## config.mk

```make
export PLATFORM = sky130hd
export DESIGN_NAME = key_matrix_debounce_scanner_flat
export DESIGN_NICKNAME = d
export VERILOG_FILES = /design/src/kmds_pkg.sv /design/src/kmds_if.sv /design/src/key_matrix_debounce_scanner.sv /design/src/kmds_lane.sv /design/src/kmds_merge.sv /design/src/flat_wrapper.sv
export SDC_FILE = /design/constraint.sdc
export NUM_CORES = 2
export LEC_CHECK = 0
export BUFFER_PORTS_ARGS = -buffer_cell sky130_fd_sc_hd__clkbuf_2
export CAP_MARGIN = 20
export CORE_ASPECT_RATIO = 2
export CORE_MARGIN = 3
export CORE_UTILIZATION = 60
export DETAILED_ROUTE_END_ITERATION = 8
export PLACE_DENSITY = 0.77
export REMOVE_ABC_BUFFERS = 1
export SLEW_MARGIN = 30
export SYNTH_ARGS = -nofsm -noshare
export SYNTH_HDL_FRONTEND = slang
export SYNTH_HIERARCHICAL = 1
export SYNTH_SLANG_ARGS = --single-unit
```

## constraint.sdc

```tcl
create_clock -name clk -period 25.8 [get_ports clk]
set_clock_uncertainty 0.15 [all_clocks]
set_input_delay 1.29 -clock clk [delete_from_list [all_inputs] [get_ports clk]]
set_output_delay 1.29 -clock clk [all_outputs]
set_load 0.05 [all_outputs]
```

## src/kmds_pkg.sv

```systemverilog
// Package for the key matrix debounce scanner: field widths, parameter
// defaults, register indexes, controller states and inter-module structs.
// No dependencies.
package kmds_pkg;

  localparam int ROWS_MAX_D   = 8;
  localparam int COLS_MAX_D   = 8;
  localparam int LAYERS_MAX_D = 16;

  localparam int ROW_W    = 3;
  localparam int COLBIT_W = 8;
  localparam int TIME_W   = 32;
  localparam int LAYER_W  = 5;
  localparam int KEY_ID_W = 11;
  localparam int CNT_W    = 4;
  localparam int DEB_W    = 16;
  localparam int CFG_IDX_W = 2;

  localparam logic [DEB_W-1:0] DEBOUNCE_RST = 16'd50;

  typedef enum logic [CFG_IDX_W-1:0] {
    CFG_ENABLE   = 2'd0,
    CFG_ROWS     = 2'd1,
    CFG_COLS     = 2'd2,
    CFG_DEBOUNCE = 2'd3
  } cfg_idx_t;

  typedef enum logic [1:0] {
    ST_IDLE,
    ST_EVAL,
    ST_EMIT
  } state_t;

  // What one column lane found for the addressed row.
  typedef struct packed {
    logic evt;
    logic pressed;
    logic stable;
  } lane_res_t;

  // Row-level data handed to the merge stage.
  typedef struct packed {
    logic                load;
    logic [KEY_ID_W-1:0] base_id;
    logic                led_update;
    logic                led_on;
  } merge_load_t;

endpackage

```

## src/kmds_if.sv

```systemverilog
// Handshake channels of the key matrix debounce scanner: scanned-row input,
// result output and configuration write. Depends on kmds_pkg.
interface kmds_in_if import kmds_pkg::*; ();
  logic                valid;
  logic                ready;
  logic [ROW_W-1:0]    row;
  logic [COLBIT_W-1:0] col_pressed;
  logic [TIME_W-1:0]   now_ms;
  logic [LAYER_W-1:0]  layer;

  modport source (output valid, row, col_pressed, now_ms, layer, input ready);
  modport sink   (input valid, row, col_pressed, now_ms, layer, output ready);
endinterface

interface kmds_out_if import kmds_pkg::*; ();
  logic                valid;
  logic                ready;
  logic                kind;
  logic [KEY_ID_W-1:0] key_id;
  logic                pressed;
  logic                led_update;
  logic                led_on;
  logic                last;

  modport source (output valid, kind, key_id, pressed, led_update, led_on, last,
                  input ready);
  modport sink   (input valid, kind, key_id, pressed, led_update, led_on, last,
                  output ready);
endinterface

interface kmds_cfg_if import kmds_pkg::*; ();
  logic                 valid;
  logic                 ready;
  logic [CFG_IDX_W-1:0] index;
  logic [DEB_W-1:0]     data;

  modport source (output valid, index, data, input ready);
  modport sink   (input valid, index, data, output ready);
endinterface

```

## src/key_matrix_debounce_scanner.sv

```systemverilog
// Top level of the key matrix debounce scanner: configuration registers,
// item registers, controller, column lanes and merge stage.
// Depends on kmds_pkg, kmds_if, kmds_lane and kmds_merge.
//
// Usage:
//   in_ch  : one beat per scanned matrix row (row, col_pressed, now_ms, layer).
//   out_ch : result beats. A processed row gives zero to eight key events
//            (kind 0) in ascending column order, then one row-done beat
//            (kind 1, last 1). The row-done beat of the last active row
//            carries led_update and the any-key-pressed flag in led_on.
//   cfg_ch : register writes (enable, row_count, col_count, debounce_ms),
//            always ready; write only while no row is in flight.
// Timing: one row at a time. After the input beat is taken, the EVAL state
//   runs all column lanes in parallel on the addressed row; the first result
//   beat is shown in the cycle after, in EMIT. A row that is out of range,
//   or arrives while the scanner is disabled or col_count is zero, is taken
//   and dropped in its accept cycle. The single result port sets the rate.
// Stall: while out_ch.ready is low the current beat holds and in_ch.ready
//   stays low until the row-done beat is taken.
// Reset (rst_n low, synchronous): all keys released, flag cleared, registers
//   back to enable=1, row_count=0, col_count=0, debounce_ms=50.
module key_matrix_debounce_scanner import kmds_pkg::*; #(
  parameter int ROWS_MAX   = ROWS_MAX_D,
  parameter int COLS_MAX   = COLS_MAX_D,
  parameter int LAYERS_MAX = LAYERS_MAX_D
) (
  input  logic        clk,
  input  logic        rst_n,
  kmds_in_if.sink     in_ch,
  kmds_out_if.source  out_ch,
  kmds_cfg_if.sink    cfg_ch
);

  // Lanes that can ever be active: the column field is eight bits wide.
  localparam int NL = (COLS_MAX < COLBIT_W) ? COLS_MAX : COLBIT_W;
  localparam int RW = (ROWS_MAX > 1) ? $clog2(ROWS_MAX) : 1;
  localparam int BASE_W = 14;

  // ---------------- configuration registers ----------------
  logic             enable_r;
  logic [CNT_W-1:0] rows_cfg_r, cols_cfg_r;
  logic [DEB_W-1:0] deb_r;

  assign cfg_ch.ready = 1'b1;

  always_ff @(posedge clk) begin
    if (!rst_n) begin
      enable_r   <= 1'b1;
      rows_cfg_r <= '0;
      cols_cfg_r <= '0;
      deb_r      <= DEBOUNCE_RST;
    end else if (cfg_ch.valid) begin
      case (cfg_idx_t'(cfg_ch.index))
        CFG_ENABLE:   enable_r   <= cfg_ch.data[0];
        CFG_ROWS:     rows_cfg_r <= cfg_ch.data[CNT_W-1:0];
        CFG_COLS:     cols_cfg_r <= cfg_ch.data[CNT_W-1:0];
        CFG_DEBOUNCE: deb_r      <= cfg_ch.data;
        default: ;
      endcase
    end
  end

  // ---------------- input qualification ----------------
  logic [4:0]         rows_eff;
  logic [CNT_W-1:0]   cols_eff;
  logic               active;
  logic               last_row;
  logic [LAYER_W-1:0] lay_c;
  logic [7:0]         rc;

  always_comb begin
    rows_eff = (32'(rows_cfg_r) > ROWS_MAX) ? 5'(ROWS_MAX) : {1'b0, rows_cfg_r};
    cols_eff = (32'(cols_cfg_r) > NL) ? CNT_W'(NL) : cols_cfg_r;
    active   = enable_r && (rows_cfg_r != '0) && (cols_cfg_r != '0) &&
               ({2'b0, in_ch.row} < rows_eff);
    last_row = ({2'b0, in_ch.row} == rows_eff - 5'd1);
    // clamp the layer to 1..LAYERS_MAX
    lay_c = (in_ch.layer == '0) ? LAYER_W'(1) : in_ch.layer;
    if (32'(lay_c) > LAYERS_MAX) lay_c = LAYER_W'(LAYERS_MAX);
    rc = 8'({3'b0, rows_eff} * {4'b0, cols_eff});
  end

  // ---------------- controller ----------------
  state_t state_r, state_nxt;
  logic   in_beat;
  logic   lanes_upd;
  logic   merge_ld;
  logic   emit;
  logic   done;

  assign in_beat = in_ch.valid && in_ch.ready;

  always_comb begin
    state_nxt = state_r;
    case (state_r)
      ST_IDLE: if (in_beat && active) state_nxt = ST_EVAL;
      ST_EVAL: state_nxt = ST_EMIT;
      ST_EMIT: if (done) state_nxt = ST_IDLE;
      default: state_nxt = ST_IDLE;
    endcase
  end

  always_comb begin
    in_ch.ready = 1'b0;
    lanes_upd   = 1'b0;
    merge_ld    = 1'b0;
    emit        = 1'b0;
    case (state_r)
      ST_IDLE: in_ch.ready = 1'b1;
      ST_EVAL: begin
        lanes_upd = 1'b1;
        merge_ld  = 1'b1;
      end
      ST_EMIT: emit = 1'b1;
      default: ;
    endcase
  end

  always_ff @(posedge clk) begin
    if (!rst_n) begin
      state_r <= ST_IDLE;
    end else begin
      state_r <= state_nxt;
    end
  end

  // ---------------- item registers ----------------
  logic [ROW_W-1:0]    row_r;
  logic [COLBIT_W-1:0] bits_r;
  logic [TIME_W-1:0]   now_r;
  logic [LAYER_W-1:0]  lm1_r;
  logic [CNT_W-1:0]    cols_r;
  logic                last_row_r;
  logic [7:0]          rc_r;

  always_ff @(posedge clk) begin
    if (in_beat && active) begin
      row_r      <= in_ch.row;
      bits_r     <= in_ch.col_pressed;
      now_r      <= in_ch.now_ms;
      lm1_r      <= lay_c - LAYER_W'(1);
      cols_r     <= cols_eff;
      last_row_r <= last_row;
      rc_r       <= rc;
    end
  end

  // ---------------- column lanes ----------------
  logic [NL-1:0] colmask;
  lane_res_t     lane_res [NL];
  logic [NL-1:0] evt_vec, press_vec, stable_vec;

  for (genvar c = 0; c < NL; c++) begin : g_lane
    assign colmask[c] = (32'(cols_r) > c);

    kmds_lane #(.ROWS_MAX(ROWS_MAX)) u_lane (
      .clk      (clk),
      .rst_n    (rst_n),
      .upd      (lanes_upd && colmask[c]),
      .row_idx  (RW'(row_r)),
      .phys     (bits_r[c]),
      .now_ms   (now_r),
      .debounce (deb_r),
      .res      (lane_res[c])
    );

    assign evt_vec[c]    = lane_res[c].evt && colmask[c];
    assign press_vec[c]  = lane_res[c].pressed;
    assign stable_vec[c] = lane_res[c].stable && colmask[c];
  end

  // ---------------- any-pressed flag and row summary ----------------
  logic        any_r, any_nxt;
  logic [BASE_W-1:0] base_full;
  merge_load_t ld;

  always_comb begin
    // clear on row 0, then fold in every active key that is stably pressed
    any_nxt   = ((row_r == '0) ? 1'b0 : any_r) | (|stable_vec);
    base_full = BASE_W'(row_r) * BASE_W'(cols_r) + BASE_W'(lm1_r) * BASE_W'(rc_r)
                + BASE_W'(1);
    ld.load       = merge_ld;
    ld.base_id    = base_full[KEY_ID_W-1:0];
    ld.led_update = last_row_r;
    ld.led_on     = last_row_r && any_nxt;
  end

  always_ff @(posedge clk) begin
    if (!rst_n) begin
      any_r <= 1'b0;
    end else if (lanes_upd) begin
      any_r <= any_nxt;
    end
  end

  // ---------------- merge and result port ----------------
  kmds_merge #(.NL(NL)) u_merge (
    .clk       (clk),
    .rst_n     (rst_n),
    .ld        (ld),
    .evt_vec   (evt_vec),
    .press_vec (press_vec),
    .emit      (emit),
    .done      (done),
    .out_ch    (out_ch)
  );

endmodule

```

## src/kmds_lane.sv

```systemverilog
// One column lane: raw, stable and change-time state for every row of its
// column, plus the debounce decision. Depends on kmds_pkg.
module kmds_lane import kmds_pkg::*; #(
  parameter int ROWS_MAX = ROWS_MAX_D,
  localparam int RW = (ROWS_MAX > 1) ? $clog2(ROWS_MAX) : 1
) (
  input  logic              clk,
  input  logic              rst_n,
  input  logic              upd,
  input  logic [RW-1:0]     row_idx,
  input  logic              phys,
  input  logic [TIME_W-1:0] now_ms,
  input  logic [DEB_W-1:0]  debounce,
  output lane_res_t         res
);

  logic [ROWS_MAX-1:0] raw_r;
  logic [ROWS_MAX-1:0] stable_r;
  logic [TIME_W-1:0]   time_r [ROWS_MAX];

  logic              raw_cur, stable_cur;
  logic [TIME_W-1:0] time_nxt;
  logic [TIME_W-1:0] elapsed;
  logic              evt;

  always_comb begin
    raw_cur    = raw_r[row_idx];
    stable_cur = stable_r[row_idx];
    time_nxt   = (phys != raw_cur) ? now_ms : time_r[row_idx];
    elapsed    = now_ms - time_nxt;
    evt        = (elapsed > {{(TIME_W-DEB_W){1'b0}}, debounce}) && (phys != stable_cur);
    res.evt     = evt;
    res.pressed = phys;
    res.stable  = evt ? phys : stable_cur;
  end

  always_ff @(posedge clk) begin
    if (!rst_n) begin
      raw_r    <= '0;
      stable_r <= '0;
    end else if (upd) begin
      raw_r[row_idx]    <= phys;
      stable_r[row_idx] <= res.stable;
    end
  end

  always_ff @(posedge clk) begin
    if (upd) begin
      time_r[row_idx] <= time_nxt;
    end
  end

endmodule

```

## src/kmds_merge.sv

```systemverilog
// Merge stage: holds the event flags of all lanes for one row and sends
// them as beats in column order, then the row-done beat. Depends on kmds_pkg.
module kmds_merge import kmds_pkg::*; #(
  parameter int NL = 8,
  localparam int LW = (NL > 1) ? $clog2(NL) : 1
) (
  input  logic            clk,
  input  logic            rst_n,
  input  merge_load_t     ld,
  input  logic [NL-1:0]   evt_vec,
  input  logic [NL-1:0]   press_vec,
  input  logic            emit,
  output logic            done,
  kmds_out_if.source      out_ch
);

  logic [NL-1:0]       mask_r, mask_nxt;
  logic [NL-1:0]       press_r;
  logic [KEY_ID_W-1:0] base_r;
  logic                ledu_r, ledon_r;

  logic [LW-1:0] sel;
  logic          has_evt;
  logic          beat;

  always_comb begin
    sel = '0;
    for (int i = NL - 1; i >= 0; i--) begin
      if (mask_r[i]) sel = LW'(i);
    end
  end

  assign has_evt = |mask_r;
  assign beat    = emit && out_ch.ready;
  assign done    = beat && !has_evt;

  assign out_ch.valid      = emit;
  assign out_ch.kind       = !has_evt;
  assign out_ch.key_id     = has_evt ? base_r + KEY_ID_W'(sel) : '0;
  assign out_ch.pressed    = has_evt && press_r[sel];
  assign out_ch.led_update = !has_evt && ledu_r;
  assign out_ch.led_on     = !has_evt && ledon_r;
  assign out_ch.last       = !has_evt;

  always_comb begin
    mask_nxt = mask_r;
    if (ld.load) begin
      mask_nxt = evt_vec;
    end else if (beat && has_evt) begin
      mask_nxt[sel] = 1'b0;  // drop the event just sent
    end
  end

  always_ff @(posedge clk) begin
    if (!rst_n) begin
      mask_r <= '0;
    end else begin
      mask_r <= mask_nxt;
    end
  end

  always_ff @(posedge clk) begin
    if (ld.load) begin
      press_r <= press_vec;
      base_r  <= ld.base_id;
      ledu_r  <= ld.led_update;
      ledon_r <= ld.led_on;
    end
  end

endmodule

```

## src/flat_wrapper.sv

```systemverilog
// flat-port wrapper written by rule: the top's interface ports become plain ports
module key_matrix_debounce_scanner_flat import kmds_pkg::*;
#(
  parameter int ROWS_MAX   = ROWS_MAX_D,
  parameter int COLS_MAX   = COLS_MAX_D,
  parameter int LAYERS_MAX = LAYERS_MAX_D
)
  (clk, rst_n, in_ch_valid, in_ch_row, in_ch_col_pressed, in_ch_now_ms, in_ch_layer, in_ch_ready, out_ch_valid, out_ch_kind, out_ch_key_id, out_ch_pressed, out_ch_led_update, out_ch_led_on, out_ch_last, out_ch_ready, cfg_ch_valid, cfg_ch_index, cfg_ch_data, cfg_ch_ready);
  kmds_in_if in_ch_i ();
  kmds_out_if out_ch_i ();
  kmds_cfg_if cfg_ch_i ();
  input  logic clk;
  input  logic rst_n;
  input wire logic [$bits(in_ch_i.valid)-1:0] in_ch_valid;
  input wire logic [$bits(in_ch_i.row)-1:0] in_ch_row;
  input wire logic [$bits(in_ch_i.col_pressed)-1:0] in_ch_col_pressed;
  input wire logic [$bits(in_ch_i.now_ms)-1:0] in_ch_now_ms;
  input wire logic [$bits(in_ch_i.layer)-1:0] in_ch_layer;
  output wire logic [$bits(in_ch_i.ready)-1:0] in_ch_ready;
  output wire logic [$bits(out_ch_i.valid)-1:0] out_ch_valid;
  output wire logic [$bits(out_ch_i.kind)-1:0] out_ch_kind;
  output wire logic [$bits(out_ch_i.key_id)-1:0] out_ch_key_id;
  output wire logic [$bits(out_ch_i.pressed)-1:0] out_ch_pressed;
  output wire logic [$bits(out_ch_i.led_update)-1:0] out_ch_led_update;
  output wire logic [$bits(out_ch_i.led_on)-1:0] out_ch_led_on;
  output wire logic [$bits(out_ch_i.last)-1:0] out_ch_last;
  input wire logic [$bits(out_ch_i.ready)-1:0] out_ch_ready;
  input wire logic [$bits(cfg_ch_i.valid)-1:0] cfg_ch_valid;
  input wire logic [$bits(cfg_ch_i.index)-1:0] cfg_ch_index;
  input wire logic [$bits(cfg_ch_i.data)-1:0] cfg_ch_data;
  output wire logic [$bits(cfg_ch_i.ready)-1:0] cfg_ch_ready;
  assign in_ch_i.valid = in_ch_valid;
  assign in_ch_i.row = in_ch_row;
  assign in_ch_i.col_pressed = in_ch_col_pressed;
  assign in_ch_i.now_ms = in_ch_now_ms;
  assign in_ch_i.layer = in_ch_layer;
  assign in_ch_ready = in_ch_i.ready;
  assign out_ch_valid = out_ch_i.valid;
  assign out_ch_kind = out_ch_i.kind;
  assign out_ch_key_id = out_ch_i.key_id;
  assign out_ch_pressed = out_ch_i.pressed;
  assign out_ch_led_update = out_ch_i.led_update;
  assign out_ch_led_on = out_ch_i.led_on;
  assign out_ch_last = out_ch_i.last;
  assign out_ch_i.ready = out_ch_ready;
  assign cfg_ch_i.valid = cfg_ch_valid;
  assign cfg_ch_i.index = cfg_ch_index;
  assign cfg_ch_i.data = cfg_ch_data;
  assign cfg_ch_ready = cfg_ch_i.ready;
  key_matrix_debounce_scanner #(.ROWS_MAX(ROWS_MAX), .COLS_MAX(COLS_MAX), .LAYERS_MAX(LAYERS_MAX)) u_core (.clk(clk), .rst_n(rst_n), .in_ch(in_ch_i), .out_ch(out_ch_i), .cfg_ch(cfg_ch_i));
endmodule
```

==> Yosys cells after proc, flatten, opt, wreduce, memory -nomap -nowiden <==
Memories as Yosys holds them, arrays and structs flattened. A register that Yosys moved wholly into a read port is not among the register bits.
Index checks and enable logic that the tools add are counted.
{ "word_totals": {"reg_bits": 246, "ram_bits": 2048, "inputBits": 71, "out_inout_bits": 19, "elab_cells": 286, "n_memories": 8} }
{ "op_classes": {"addsub": 13, "mul": 3, "n_lt_le_gt_ge": 24, "n_eq_ne": 24, "muxes": 116, "bitwise": 3, "reduce_logical": 61} }
{ "memory_table": {"columns": ["name", "depth", "width", "read_ports", "rd_clocked_by_memory_dff", "write_ports", "line_no", "text"], "rows": [
  ["u_core.g_lane[0].u_lane.time_r", 8, 32, 1, 1, 1, "kmds_lane.sv:19", "logic [TIME_W-1:0] time_r [ROWS_MAX];"],
  ["u_core.g_lane[1].u_lane.time_r", 8, 32, 1, 1, 1, "kmds_lane.sv:19", null],
  ["u_core.g_lane[2].u_lane.time_r", 8, 32, 1, 1, 1, "kmds_lane.sv:19", null],
  ["u_core.g_lane[3].u_lane.time_r", 8, 32, 1, 1, 1, "kmds_lane.sv:19", null],
  ["u_core.g_lane[4].u_lane.time_r", 8, 32, 1, 1, 1, "kmds_lane.sv:19", null],
  ["u_core.g_lane[5].u_lane.time_r", 8, 32, 1, 1, 1, "kmds_lane.sv:19", null],
  ["+2 memories", null, null, null, null, null, null, null]
]} }
{ "op_table": {"columns": ["cell", "count"], "rows": [
  ["32-bit by 16-bit greater-than comparator with 1-bit output", 8],
  ["32-bit 2-to-1 mux", 8],
  ["32-bit subtractor", 8],
  ["8-bit bitwise mux", 16],
  ["1-bit binary-select mux with 3-bit select", 17],
  ["3-bit 2-to-1 mux", 16],
  ["1-bit 2-to-1 mux", 47],
  ["1-bit logical AND", 46],
  ["4-bit by 3-bit greater-than comparator with 1-bit output (second input constant)", 4],
  ["8-bit 2-to-1 mux", 2],
  ["1-bit inequality test", 16],
  ["8-bit OR reduction", 2],
  ["11-bit by 1-bit adder with 11-bit output (second input constant)", 1],
  ["11-bit by 3-bit adder with 11-bit output", 1],
  ["7-bit by 11-bit adder with 11-bit output", 1],
  ["5-bit by 8-bit multiplier with 11-bit output", 1],
  ["11-bit 2-to-1 mux", 1],
  ["5-bit 2-to-1 mux", 2],
  ["2-bit AND reduction", 5],
  ["5-bit by 1-bit subtractor with 5-bit output (second input constant)", 2],
  ["8-bit bitwise AND", 1],
  ["4-bit by 1-bit greater-than comparator with 1-bit output (second input constant)", 2],
  ["4-bit by 2-bit greater-than comparator with 1-bit output (second input constant)", 2],
  ["4-bit greater-than comparator (second input constant)", 2],
  ["22 further kinds", 33]
]} }

==> Longest topological paths before layout <==
{ "depth": {"ltp_word": 16, "ltp_mapped": 41, "mapped_depth_nobuf": 34} }

==> Modules after synthesis <==
The synthesis kept the hierarchy.
{ "modules_own_cells": {"columns": ["module", "instances", "cells_each", "area_each_um2", "seq_area_each_um2"], "rows": [
  ["kmds_lane at u_core.g_lane[1].u_lane ...", 3, 1182, 13954.6, 8007.7],
  ["kmds_lane at u_core.g_lane[5].u_lane ...", 2, 1191, 13957.1, 8007.7],
  ["kmds_lane at u_core.g_lane[4].u_lane", 1, 1152, 13940.9, 8007.7],
  ["kmds_lane at u_core.g_lane[0].u_lane", 1, 1161, 13877.1, 8007.7],
  ["kmds_lane at u_core.g_lane[7].u_lane", 1, 1126, 13704.4, 8007.7],
  ["key_matrix_debounce_scanner", 1, 502, 5387.7, 2392.3],
  ["kmds_merge", 1, 145, 1522.7, 790.8]
]} }

==> Least setup slack after synthesis <==
Ideal clock, no wire load.
{ "synth_path": {"path_kind": "register to register", "startpoint": "register u_core.row_r[0]", "endpoint": "register u_core.u_merge.ledon_r (data pin)", "setup_ns": 0.254, "t_arrival_ns": 7.962, "required_time_ns": 25.396, "slack_ns": 17.434, "stages_incl_launch_ff": 36, "n_path_buf": 7, "synth_period_minus_slack_ns": 8.366, "cell_sequence": "edfxtp_1 -> buf_6 -> buf_2 -> buf_1 -> clkbuf_1 -> clkbuf_1 -> buf_1 -> a211oi_1 -> o31ai_1 -> ha_1 -> inv_1 -> a21oi_1 -> a2111oi_0 -> a311o_1 -> a311o_1 -> nand3_1 -> o21ai_0 -> xor2_1 -> ha_1 -> a211oi_1 -> nor2_1 -> o21ai_0 -> a21oi_1 -> o21ai_0 -> o2111ai_1 -> a2111oi_2 -> nand4_1 -> nor4_4 -> and3_1 -> buf_4 -> mux2_1 -> a21oi_1 -> nor2_1 -> nor3_1 -> o2111a_1 -> nor2b_1"} }
{ "synth_lines": {"columns": ["element", "line_no", "text"], "rows": [
  ["from (decl)", "key_matrix_debounce_scanner.sv:128", "logic [ROW_W-1:0] row_r;"],
  ["from (signal assigned)", "key_matrix_debounce_scanner.sv:138", "row_r <= in_ch.row;"],
  ["to (signal assigned)", "kmds_merge.sv:67", "ledon_r <= ld.led_on;"],
  ["to (decl)", "kmds_merge.sv:20", "logic ledu_r, ledon_r;"]
]} }

==> metrics.json <==
{
  "status": {"value": "finished, final reports clean"},
  "finalCoreUtilization": {"value": 65.8, "unit": "%"},
  "critPathMaxFanout": {"value": 166},
  "min_path_type": {"value": "flop to flop"},
  "timing_worst_setup_path_type": {"value": "flop to flop"},
  "max_transition_viols_final": {"value": 0},
  "io-pin-count": {"value": 90},
  "max_stage_delay": {"value": 0.81, "unit": "ns"},
  "grtUsageTotal": {"value": 37.8, "unit": "%"},
  "syn-instance-count": {"value": 10014},
  "syn-mean-instance-area": {"value": 11.8, "unit": "sq um"},
  "setup_viol": {"value": 0},
  "grt_pass1_wl": {"value": 564000, "unit": "microns"},
  "post_cts.resized_instances": {"value": 0},
  "detailedPlacementHpwl": {"value": 257000, "unit": "microns"},
  "min_setup_slack_post_route": {"value": 14.94, "unit": "ns"},
  "share_of_cell_area_taken_by_muxes_after_synthesis": {"value": 7.34, "unit": "%"},
  "netlist.top_cell.by_area": {"value": "edfxtp_1"},
  "r2r_cells": {"value": 30},
  "worst_setup_path_end_kind": {"value": "flop"},
  "numCtsBuffers": {"value": 200},
  "first_global_vias": {"value": 86947},
  "fin_crit_sh": {"value": 42.1, "unit": "%"},
  "hold_depth": {"value": 2},
  "detail_route.first_pass.iterations": {"value": 7},
  "maxSlewHeadroom": {"value": 26.0, "unit": "%"},
  "timing.critical_path.depth": {"value": 30},
  "tns": {"value": 0, "unit": "ns"},
  "initial_antenna_violation_count": {"value": 35},
  "p_leak": {"value": 46.0, "unit": "nW"},
  "p_per_area": {"value": 57.5, "unit": "nW/um^2"},
  "ys_async_sr_fraction": {"value": 0, "unit": "%"},
  "synth-simple-area-share": {"value": 9.84, "unit": "%"},
  "min_period": {"value": 10.86, "unit": "ns"},
  "gpl.final_weighted_congestion": {"value": 1.04},
  "critical-path-slowest-cell": {"value": "o311ai_0"},
  "post_synthesis_instance_area": {"value": 118000, "unit": "sq um"},
  "placement_row_count": {"value": 229},
  "first_iter_violations": {"value": 10390},
  "max_freq": {"value": 92.1, "unit": "MHz"},
  "cp-start-kind": {"value": "flop"},
  "core_region_area": {"value": 195000, "unit": "sq um"},
  "grt-ovfl-total": {"value": 0},
  "largest_net_degree_at_the_start_of_global_routing": {"value": 167},
  "nNetsFinal": {"value": 10510},
  "grt_setup_unrepaired": {"value": "false"},
  "dieHeight": {"value": 634, "unit": "microns"},
  "post_route_cells_drive_above_1_share": {"value": 11.4, "unit": "%"},
  "yosys_register_bits": {"value": 2294},
  "fp.dieArea": {"value": 203000, "unit": "sq um"},
  "crit_arrival": {"value": 11.36, "unit": "ns"},
  "starting_density_of_the_core": {"value": 60.6, "unit": "%"},
  "placed_cells_incl_taps": {"value": 12330},
  "dpl_worst_slack": {"value": 15.44, "unit": "ns"},
  "num_vias": {"value": 86948},
  "share_of_the_synthesized_area_in_compound_gates_ao_oa_aoi_oai": {"value": 15.3, "unit": "%"},
  "finalHoldViolCount": {"value": 0},
  "ctsLongestPathBuffers": {"value": 4},
  "htreeDepth": {"value": 4},
  "finalNonFillerCells": {"value": 12717},
  "cts.sink_count": {"value": 2294},
  "worstMarginPinSlew": {"value": 1.10, "unit": "ns"},
  "io_buffers": {"value": 88},
  "area.growth.synth_to_final": {"value": 8.58, "unit": "%"},
  "synth.top_cell.area_share": {"value": 54.1, "unit": "%"},
  "synth_top_flop_cell": {"value": "edfxtp_1"},
  "mean_routed_wirelength_per_cell": {"value": 30.7, "unit": "microns"},
  "maxCapViolations": {"value": 0},
  "finalPower": {"value": 7.38, "unit": "mW"},
  "vias_per_cell": {"value": 6.84},
  "ys_warn_count": {"value": 6},
  "synth_sequential_area_ratio": {"value": 56.9, "unit": "%"},
  "synth_cell_types": {"value": 131},
  "worst_ir_drop_vdd": {"value": 85.5, "unit": "uV"},
  "drt.antenna.violating_nets": {"value": 0},
  "post_synthesis_share_of_cell_area_spent_on_xor_and_xnor_gates": {"value": 1.59, "unit": "%"},
  "critPathTopFamily": {"value": "compound AO/OA/AOI/OAI gates"},
  "synth_fa_ha_area_share": {"value": 5.01, "unit": "%"},
  "worst-path-buf-inv": {"value": 4},
  "main_area_contributors_after_synthesis": {"value": "edfxtp_1 54%, ha_1 4.3%, mux2i_1 4.0%, a21oi_1 2.8%, dfxtp_1 2.8%"},
  "die-width": {"value": 320, "unit": "microns"},
  "root_buffer": {"value": "clkbuf_16"},
  "synth_edf_count": {"value": 2130},
  "critical-path-top-cell-by-count": {"value": "nand4_1"},
  "total_drc_errors_in_the_routed_layout": {"value": 0},
  "detail_route.wirelength": {"value": 390000, "unit": "microns"},
  "cp.required": {"value": 26.30, "unit": "ns"},
  "cts_tree": {"value": "done"},
  "largest_family_of_logic_cells_by_synthesized_area": {"value": "compound AO/OA/AOI/OAI gates"},
  "clkSlewWorstSetupHoldPaths": {"value": 0.07, "unit": "ns"},
  "post_cts.repair.setup_buffers": {"value": 0},
  "cts_hold_fix_bufs": {"value": 0},
  "insertion_delay": {"value": 0.90, "unit": "ns"}
}
## cell usage after synthesis (38+ instances only)
master and count:
edfxtp_1 2130, nand2_1 792, a21oi_1 657, o21ai_0 585
nor2_1 578, inv_1 563, mux2i_1 467, ha_1 405
clkbuf_1 390, nand3_1 280, mux2_2 276, a21o_1 185
dfxtp_1 164, a221oi_1 161, nand4_1 139, xnor2_1 128
nor3_1 117, nor2b_1 116, o211ai_1 107, o221ai_1 107
buf_1 93, and2_1 91, a22oi_1 88, o21a_1 84
and3_1 74, a211oi_1 72, o2111ai_1 70, xor2_1 70
a22o_1 57, o21bai_1 56, a21boi_0 50, nand2b_1 45
a31oi_1 43, o22ai_1 43, fa_1 42, or3_1 40
a211o_1 38
## flip-flops by register name, indices dropped and copies added, names as in the netlist, 2 cells and up
register,flops
u_core/cols_cfg_r,4
u_core/state_r,2
u_core/rc_r,8
u_core/row_r,3
u_core/g_lane.u_lane/raw_r,64
u_core/g_lane.u_lane/time_r,2048
u_core/now_r,32
u_core/cols_r,4
u_core/u_merge/press_r,8
u_core/g_lane.u_lane/stable_r,64
u_core/bits_r,8
u_core/rows_cfg_r,4
u_core/u_merge/mask_r,8
u_core/u_merge/base_r,11
u_core/lm1_r,5
u_core/deb_r,16
## cell families (layout without fill, tap and decap cells)
group,after synthesis,after routing
and+or+nand+nor,2437,2437
xor gates and xnor gates,207,207
AOI/OAI and AO/OA,2686,2686
other,1,26
muxes,790,790
buffers and inverters,1150,1287
DFF,2294,2294
adders and majority gates,449,449
## area by class of cell
type / instances / area, sq um
Multi-Input combinational cell: 6570 / 46700
Inverter: 580 / 2180
Antenna cell: 25 / 62.6
Clock inverter: 124 / 1310
Fill cell: 14566 / 66800
Sequential cell: 2294 / 67200
Clock buffer: 237 / 5250
Tap cell: 2541 / 3180
Timing Repair Buffer: 346 / 2470
## report_power, final
part           leakage, nW  internal [mW]  switching, mW
clock                 3.20           1.68           1.37
sequential            20.4           4.02        0.00664
combinational         22.4          0.100          0.197
total                 46.0           5.81           1.58
## final timing paths
check                                                      endpoint  slack, ns                                 from
worst max register to register               u_core/u_merge/ledon_r      14.94                      u_core/row_r[0]
worst min-delay path            u_core/g_lane[1].u_lane/stable_r[1]       0.31  u_core/g_lane[1].u_lane/stable_r[1]
worst max-delay path                         u_core/u_merge/ledon_r      14.94                      u_core/row_r[0]
worst min register to register  u_core/g_lane[1].u_lane/stable_r[1]       0.31  u_core/g_lane[1].u_lane/stable_r[1]
## layout by cell type (no fill, tap or decap), types with 161 or more instances in the layout
cell       Yosys  layout
dfxtp_1      164     164
mux2_2       276     276
a21oi_1      657     656
inv_1        563     563
a221oi_1     161     161
o21ai_0      585     572
edfxtp_1    2130    2130
clkbuf_16      0     201
nor2_1       578     549
mux2i_1      467     467
a21o_1       185     185
nand3_1      280     280
ha_1         405     405
nand2_1      792     791
buf_4         24     251
## stage by stage
stage	area, sq um	hold WS [ns]
detailed placement	122000	0.293
finish	128000	0.307
CTS	128000	0.303
floorplan	116000	0.268
global placement	122000	0.285
global route	128000	0.325
## worst reg2reg max path, delay by kind of cell, from the launching register on
| kind | cells | cell delay [ns] |
|---|---|---|
| and+or+nand+nor | 10 | 2.27 |
| DFF | 1 | 0.35 |
| xor gates and xnor gates | 2 | 0.89 |
| muxes | 3 | 1.47 |
| AOI/OAI and AO/OA | 9 | 3.06 |
| buffers and inverters | 4 | 1.76 |
| adders and majority gates | 2 | 0.66 |
## metal layers
metal / vias to the layer above / GRT usage (%) / wire length (microns)
met5: - / 0 / 135
met4: 20 / 30.7 / 35200
met3: 1484 / 6.95 / 33600
met2: 4857 / 63.0 / 189000
met1: 42665 / 42.6 / 132000
li1: 37922 / - / -
Power figures use the tool's default switching activity.
